<file path="src/design/voxel_face_culling_top_assert.svh">
// Assertion macros for the voxel face culling top level.
// Expects i_clk and i_rst_n in the scope of use.
`ifndef VOXEL_FACE_CULLING_TOP_ASSERT_SVH
`define VOXEL_FACE_CULLING_TOP_ASSERT_SVH

// Same-cycle implication, disabled during reset.
`define VFC_CHECK_NOW(label, ante, cons) \
    label: assert property (@(posedge i_clk) disable iff (!i_rst_n) (ante) |-> (cons)) \
        else $error("voxel_face_culling_top: check failed");

// Next-cycle implication, disabled during reset.
`define VFC_CHECK_NEXT(label, ante, cons) \
    label: assert property (@(posedge i_clk) disable iff (!i_rst_n) (ante) |=> (cons)) \
        else $error("voxel_face_culling_top: check failed");

`endif

</file>
<file path="src/design/vfc_pkg.sv">
`timescale 1ns / 1ps
// Shared types, constants and helper functions of the voxel face culling block.
// No dependencies; imported by the register file, the core, the top level and the testbench.
package vfc_pkg;

    localparam int DIM_X         = 16;
    localparam int DIM_Y         = 16;
    localparam int DIM_Z         = 16;
    localparam int BLOCK_ID_BITS = 8;

    localparam int CELL_COUNT = DIM_X * DIM_Y * DIM_Z;
    localparam int ADDR_W     = (CELL_COUNT > 1) ? $clog2(CELL_COUNT) : 1;

    localparam int POS_W  = 4;
    localparam int ID_W   = 8;
    localparam int SIZE_W = 5;
    localparam int FACE_W = 3;
    localparam int MASK_W = 6;

    localparam int PADDR_W = 4;
    localparam int PDATA_W = 32;

    typedef logic [ADDR_W-1:0]        t_addr;
    typedef logic [BLOCK_ID_BITS-1:0] t_bid;
    typedef logic [SIZE_W-1:0]        t_size;
    typedef logic [POS_W-1:0]         t_pos;
    typedef logic [2:0]               t_dir;
    typedef logic [FACE_W-1:0]        t_face;
    typedef logic [1:0]               t_reg_idx;

    localparam t_addr DIM_X_A  = t_addr'(DIM_X);
    localparam t_addr DIM_Z_A  = t_addr'(DIM_Z);
    localparam t_addr CLR_LAST = t_addr'(CELL_COUNT - 1);

    localparam logic OP_WRITE = 1'b0;
    localparam logic OP_MESH  = 1'b1;

    localparam t_reg_idx REG_SIZE_X = 2'd0;
    localparam t_reg_idx REG_SIZE_Y = 2'd1;
    localparam t_reg_idx REG_SIZE_Z = 2'd2;

    localparam t_size SIZE_RESET = t_size'(16);

    // neighbor check order
    localparam t_dir DIR_NX = 3'd0;
    localparam t_dir DIR_PX = 3'd1;
    localparam t_dir DIR_NZ = 3'd2;
    localparam t_dir DIR_PZ = 3'd3;
    localparam t_dir DIR_PY = 3'd4;
    localparam t_dir DIR_NY = 3'd5;

    localparam t_face FACE_PY = 3'd0;
    localparam t_face FACE_NY = 3'd1;
    localparam t_face FACE_NX = 3'd2;
    localparam t_face FACE_PX = 3'd3;
    localparam t_face FACE_PZ = 3'd4;
    localparam t_face FACE_NZ = 3'd5;

    typedef enum logic [2:0] {
        ST_CLEAR,
        ST_IDLE,
        ST_CENTER,
        ST_NBR,
        ST_EMIT
    } t_state;

    typedef struct packed {
        t_size ext_x;
        t_size ext_y;
        t_size ext_z;
    } t_cfg;

    typedef struct packed {
        logic  in_grid;
        t_addr addr;
    } t_nbr;

    function automatic t_size ext_of(input t_size size, input int dim);
        return (int'(size) < dim) ? size : t_size'(dim);
    endfunction

    function automatic t_addr cell_index(input t_pos x, input t_pos y, input t_pos z);
        return (t_addr'(y) * DIM_X_A + t_addr'(x)) * DIM_Z_A + t_addr'(z);
    endfunction

    function automatic t_face face_code(input t_dir d);
        t_face f;
        case (d)
            DIR_NX:  f = FACE_NX;
            DIR_PX:  f = FACE_PX;
            DIR_NZ:  f = FACE_NZ;
            DIR_PZ:  f = FACE_PZ;
            DIR_PY:  f = FACE_PY;
            DIR_NY:  f = FACE_NY;
            default: f = FACE_PY;
        endcase
        return f;
    endfunction

    function automatic t_nbr nbr_of(input t_dir d, input t_pos x, input t_pos y,
                                    input t_pos z, input t_cfg ext);
        t_size nx;
        t_size ny;
        t_size nz;
        logic  under;
        t_nbr  r;
        nx    = t_size'(x);
        ny    = t_size'(y);
        nz    = t_size'(z);
        under = 1'b0;
        case (d)
            DIR_NX: begin
                under = (x == '0);
                nx    = nx - t_size'(1);
            end
            DIR_PX: nx = nx + t_size'(1);
            DIR_NZ: begin
                under = (z == '0);
                nz    = nz - t_size'(1);
            end
            DIR_PZ: nz = nz + t_size'(1);
            DIR_PY: ny = ny + t_size'(1);
            DIR_NY: begin
                under = (y == '0);
                ny    = ny - t_size'(1);
            end
            default: under = 1'b1;
        endcase
        r.in_grid = !under && (nx < ext.ext_x) && (ny < ext.ext_y) && (nz < ext.ext_z);
        r.addr    = cell_index(nx[POS_W-1:0], ny[POS_W-1:0], nz[POS_W-1:0]);
        return r;
    endfunction

endpackage

</file>
<file path="src/design/vfc_cfg_regs.sv">
`timescale 1ns / 1ps
// APB register file holding the grid extents; outputs the clamped extents in use.
// Depends on vfc_pkg.
module vfc_cfg_regs (
    input  logic                          i_clk,
    input  logic                          i_rst_n,
    input  logic                          psel,
    input  logic                          penable,
    input  logic                          pwrite,
    input  logic [vfc_pkg::PADDR_W-1:0]   paddr,
    input  logic [vfc_pkg::PDATA_W-1:0]   pwdata,
    output logic [vfc_pkg::PDATA_W-1:0]   prdata,
    output logic                          pready,
    output vfc_pkg::t_cfg                 o_cfg
);
    import vfc_pkg::*;

    t_size    r_size_x;
    t_size    r_size_y;
    t_size    r_size_z;
    t_reg_idx reg_idx;
    logic     wr_en;

    assign reg_idx = paddr[PADDR_W-1:2];
    assign wr_en   = psel && penable && pwrite;
    assign pready  = 1'b1;

    always_ff @(posedge i_clk) begin
        if (!i_rst_n) begin
            r_size_x <= SIZE_RESET;
            r_size_y <= SIZE_RESET;
            r_size_z <= SIZE_RESET;
        end else if (wr_en) begin
            case (reg_idx)
                REG_SIZE_X: r_size_x <= pwdata[SIZE_W-1:0];
                REG_SIZE_Y: r_size_y <= pwdata[SIZE_W-1:0];
                REG_SIZE_Z: r_size_z <= pwdata[SIZE_W-1:0];
                default: ;
            endcase
        end
    end

    always_comb begin
        case (reg_idx)
            REG_SIZE_X: prdata = PDATA_W'(r_size_x);
            REG_SIZE_Y: prdata = PDATA_W'(r_size_y);
            REG_SIZE_Z: prdata = PDATA_W'(r_size_z);
            default:    prdata = '0;
        endcase
    end

    assign o_cfg.ext_x = ext_of(r_size_x, DIM_X);
    assign o_cfg.ext_y = ext_of(r_size_y, DIM_Y);
    assign o_cfg.ext_z = ext_of(r_size_z, DIM_Z);

endmodule

</file>
<file path="config.mk">
export PLATFORM = sky130hd
export DESIGN_NAME = vfc_cfg_regs
export DESIGN_NICKNAME = d
export VERILOG_FILES = /design/src/design/voxel_face_culling_top_assert.svh /design/src/design/vfc_pkg.sv /design/src/design/vfc_cfg_regs.sv
export SDC_FILE = /design/constraint.sdc
export NUM_CORES = 1
export LEC_CHECK = 0
export BUFFER_PORTS_ARGS = -buffer_cell sky130_fd_sc_hd__buf_2
export CAP_MARGIN = 20
export CORE_ASPECT_RATIO = 1.4
export CORE_MARGIN = 4
export CORE_UTILIZATION = 37
export DETAILED_ROUTE_END_ITERATION = 7
export HOLD_SLACK_MARGIN = 0.15
export MAX_ROUTING_LAYER = met4
export PLACE_DENSITY = 0.79
export SLEW_MARGIN = 15
export SYNTH_ARGS = -nofsm -noshare
export SYNTH_HDL_FRONTEND = slang
export SYNTH_SLANG_ARGS = --single-unit
</file>
<file path="constraint.sdc">
create_clock -name i_clk -period 1.4 [get_ports i_clk]
set_input_delay 0.28 -clock i_clk [delete_from_list [all_inputs] [get_ports i_clk]]
set_output_delay 0.28 -clock i_clk [all_outputs]
set_load 0.1 [all_outputs]
</file>
# Yosys cells after proc, flatten, opt, wreduce, memory -nomap -nowiden
# Cells that the tools add are included.
# Widths: inputs -> output; s select.
[word_totals] ff_bits=15 in_bits=41 output_inout_bits=48
[classes] magnitude_cmp=3 n_eq_ne=2 n_mux=4 n_reduce_logical=6
[ops] operator="$lt 5x5->1 const B" count=3
[ops] operator="$mux 5" count=3
[ops] operator="$pmux 5 s3" count=1
[ops] operator="$reduce_and 2->1" count=3
[ops] operator="$eq 2x1->1 const B" count=1
[ops] operator="$eq 2x2->1 const B" count=1
[ops] operator="$logic_and 1x1->1" count=2
[ops] operator="$logic_not 2->1" count=1

# Longest topological paths before layout
[logic_depth] depth_word=3 ltp_mapped=4 depth_no_buf=3

# Worst setup path after synthesis
# Ideal clock, no wire load.
[synth_path] path_type="input port to output port" startpoint="in paddr[2] (netlist bit)" endpoint="out prdata[4] (netlist bit)" t_arrival_ns=2.662 required_time_ns=1.120 path_slack_ns=-1.542 cell_stages=3 n_path_buf=1 cell_sequence="buf_4 -> mux2i_1 -> o21ai_0"
[synth_via] elab_chain_cells=2 elab_cells_between_ends=4 classes_between="eq/ne: 2; mux: 1; reduce/logical: 1"
[synth_lines] element="start: declaration" line="vfc_cfg_regs.sv:10" rtl="input logic [vfc_pkg::PADDR_W-1:0] paddr,"
[synth_lines] element="$eq 2x2->1, or another cell as far along" line="vfc_cfg_regs.sv:44" rtl="case (reg_idx)"
[synth_lines] element="$pmux 5 s3 *" line="vfc_cfg_regs.sv:44"
[synth_lines] element="end: declaration" line="vfc_cfg_regs.sv:12" rtl="output logic [vfc_pkg::PDATA_W-1:0] prdata,"
# Mark *: on every way between the ends. The rest lies on a longest branch, timed or not.

# Final worst setup path
[layout_path] startpoint="reg r_size_y[2]" endpoint="out prdata[2] (netlist bit)"
[layout_via] elab_chain_cells=1
[layout_lines] element="start: declaration" line="vfc_cfg_regs.sv:19" rtl="t_size r_size_y;"
[layout_lines] element="start signal: assignment" line="vfc_cfg_regs.sv:36" rtl="REG_SIZE_Y: r_size_y <= pwdata[SIZE_W-1:0];"
[layout_lines] element="$pmux 5 s3" line="vfc_cfg_regs.sv:44"
# Every way passes these cells.

==> flow_metrics.env <==
export IMPL_whs_ns=0.290
export IMPL_die_h_um=70.2
export IMPL_rsz0062_at_grt="yes"
export IMPL_critPathTopFamily="flip-flops"
export IMPL_numCtsBuffers=3
export IMPL_whs_path_depth=3
export IMPL_grt_pass1_vias=805
export IMPL_power_internal_uw=613
export IMPL_finalWeightedCongestion=0.780
export IMPL_synth_seq_cells=15
export IMPL_cp_slowest_cell="dfxtp_2"
export IMPL_hpwl_um=1930
export IMPL_pwr_share_comb_pct=41.9
export IMPL_drt_first_pass_iters=2
export IMPL_cp_num_buf_inv=1
export IMPL_ir_worst_vdd_mv=0.570
export IMPL_sequentialPowerShare_pct=36.9
export IMPL_core_area_um2=2640
export IMPL_crit_chain="mux2i_4 > o21ai_4 > buf_12"
export IMPL_vias_per_cell=4.29
export IMPL_post_cts_buffers=0
export IMPL_grt_first_pass_wirelength_um=3800
export IMPL_drive_above_1_share_pct=53.4
export IMPL_finalNetCount=203
export IMPL_crit_path_start="r_size_y[2]$_SDFFE_PN0P_"
export IMPL_min_path_type="in -> reg"
export IMPL_cp_start_kind="flop"
export IMPL_final_common_cell="conb_1"
export IMPL_drt_iter0_markers=8
export IMPL_syn_area_per_cell_um2=8.51
export IMPL_cts_sinks=15
export IMPL_clkTransAtPathRegs_ns=0.10
export IMPL_p_switching_uw=576
export IMPL_finalCriticalPeriod_ns=1.38
export IMPL_hold_viol=0
export IMPL_cts_tree="yes"
export IMPL_design_area_um2=1700
export IMPL_ios=89
export IMPL_swShare_pct=48.4
export IMPL_ff2ff_setup_slack_ns=0.61
export IMPL_insertion_delay_ns=0.29
export IMPL_dr_wl_met3_um=112
export IMPL_initial_utilization_pct=38.6
export IMPL_critical_path_max_stage_delay_ns=0.39
export IMPL_r2r_end="r_size_y[4]$_SDFFE_PN1P_"
export IMPL_routed_wl_met2_um=1310
export IMPL_dpl_instance_area_um2=1560
export IMPL_grt_overflow=0
export IMPL_antenna_found_initial=0
export IMPL_cts_hold_buffers=0
export IMPL_layout_common_cells="conb_1, nand2_1, buf_12, mux2i_1, buf_4"
export IMPL_die_x_um=52.4
export IMPL_skew_ns=0
export IMPL_num_rows=22
export IMPL_grt_max_degree=15
export IMPL_clk_path_buf_depth=2
export IMPL_max_freq_mhz=725
export IMPL_syn_to_final_growth_pct=66.9
export IMPL_arrival_ns=1.10
export IMPL_outcome="complete, no violations"
export IMPL_top_layer_used="met4"
export IMPL_h_tree_depth=1
export IMPL_cap_violations=0
export IMPL_clock_power_share_pct=21.2
export IMPL_wl_per_cell_um=12.2
export IMPL_setup_viol=0
export IMPL_syn_area_um2=1020
export IMPL_synth_seq_area_share_pct=29.4
export IMPL_power_density_nw_per_um2=698
export IMPL_grt_usage_pct=13.8
export IMPL_cts_root_buf="clkbuf_4"
export IMPL_crit_reg2reg_launch="r_size_y[4]$_SDFFE_PN1P_"
export IMPL_finalWirelength_um=2390
export IMPL_tns_ns=0
export IMPL_wl_met1_um=920
export IMPL_synth_cell_types=15
export IMPL_die_area_um2=3680
export IMPL_p_leak_uw=0.000693
export IMPL_vias=845
export IMPL_fin_crit_sh_pct=98.5
export IMPL_r2r_cells=3
export IMPL_ant_nets=0
export IMPL_report_final_slew_viol_count=0
export IMPL_worstPathRequired_ns=1.12
export IMPL_hp_start="pwdata[4]"
export IMPL_ctsResizeCount=17
export IMPL_endpoint_kind="output port"
export IMPL_synth_cells=120
export IMPL_path_class="reg -> out"
export IMPL_io_buffer_count=31
export IMPL_critPathMaxFanout=3
export IMPL_antennaDiodeCount=0
export IMPL_route_detailed_drc=0
export IMPL_min_to="r_size_z[4]$_SDFFE_PN1P_"
export IMPL_yosys_warnings=0
==> flip-flops by register name (all words and copies together) (netlist names) <==
signal	flops
r_size_y	5
r_size_x	5
r_size_z	5
==> layer usage <==
| layer | global-route usage, % | vias to the layer above |
|---|---|---|
| li1 | - | 418 |
| met1 | 15.9 | 395 |
| met2 | 23.3 | 28 |
| met3 | 0.640 | 4 |
| met4 | 6.82 | 0 |
| met5 | - | - |
==> cells by family after synthesis <==
logic type,count (synthesis),synth area share (%)
AOI/OAI and AO/OA,5,2.45
DFF,15,29.4
buffers and inverters,35,25.4
and+or+nand+nor,43,22.4
other,2,0.736
muxes,20,19.6
==> stage by stage <==
step | util, % | cells | setup WS (ns) | power, uW
6_report | 64.5 | 197 | 0.0215 | 1190
5_1_grt | 64.5 | 197 | -0.0146 | 1220
4_1_cts | 62.2 | 197 | -0.0201 | 1180
3_5_place_dp | 59.0 | 193 | -0.0261 | 931
3_3_place_gp | 59.0 | 193 | -0.0118 | 928
2_1_floorplan | - | 146 | -0.0684 | 917
==> area by class of cell <==
cell class              count  area [um^2]
clock inverters             1         5.00
well taps                  36         45.0
repair buffers             46          579
multi-input cells          96          738
clock buffers               3         22.5
flip-flops and latches     15          314
fillers                   225          938
==> worst reg2reg max path, cell delays in order (launching register included) <==
cell     delay (ns)
dfxtp_2        0.35
buf_4          0.16
nor2b_1        0.10
mux2i_1        0.07
==> synthesized netlist by cell type <==
library cell | n | share of area, %
clkbuf_1 | 2 | 0.74
buf_6 | 1 | 1.1
or3b_1 | 1 | 0.86
nor2b_1 | 16 | 9.8
nor3_2 | 1 | 0.98
conb_1 | 2 | 0.74
and2b_1 | 1 | 0.74
nand3_2 | 1 | 0.98
nand4_1 | 1 | 0.61
mux2i_1 | 20 | 20
buf_4 | 32 | 24
nand2_1 | 21 | 7.7
nor3b_1 | 1 | 0.74
o21ai_0 | 5 | 2.5
dfxtp_1 | 15 | 29
==> power groups by stage <==
stage	logic [uW]	registers [uW]	clock network, uW
after floorplan	471	446	0
after global placement	482	446	0
after detailed placement	485	446	0
after CTS	489	437	255
after global routing	513	439	265
final	498	439	253
==> worst max path at each step <==
| stage | slack, ns | cells past startpoint | end |
|---|---|---|---|
| after floorplan | -0.07 | 1 | o_cfg[0] |
| after global placement | -0.01 | 5 | prdata[4] |
| after detailed placement | -0.03 | 5 | prdata[4] |
| after CTS | -0.02 | 3 | prdata[4] |
| after global routing | -0.01 | 3 | prdata[4] |
| final | 0.02 | 3 | prdata[2] |
No activity file was read; power rests on OpenSTA's default activity.
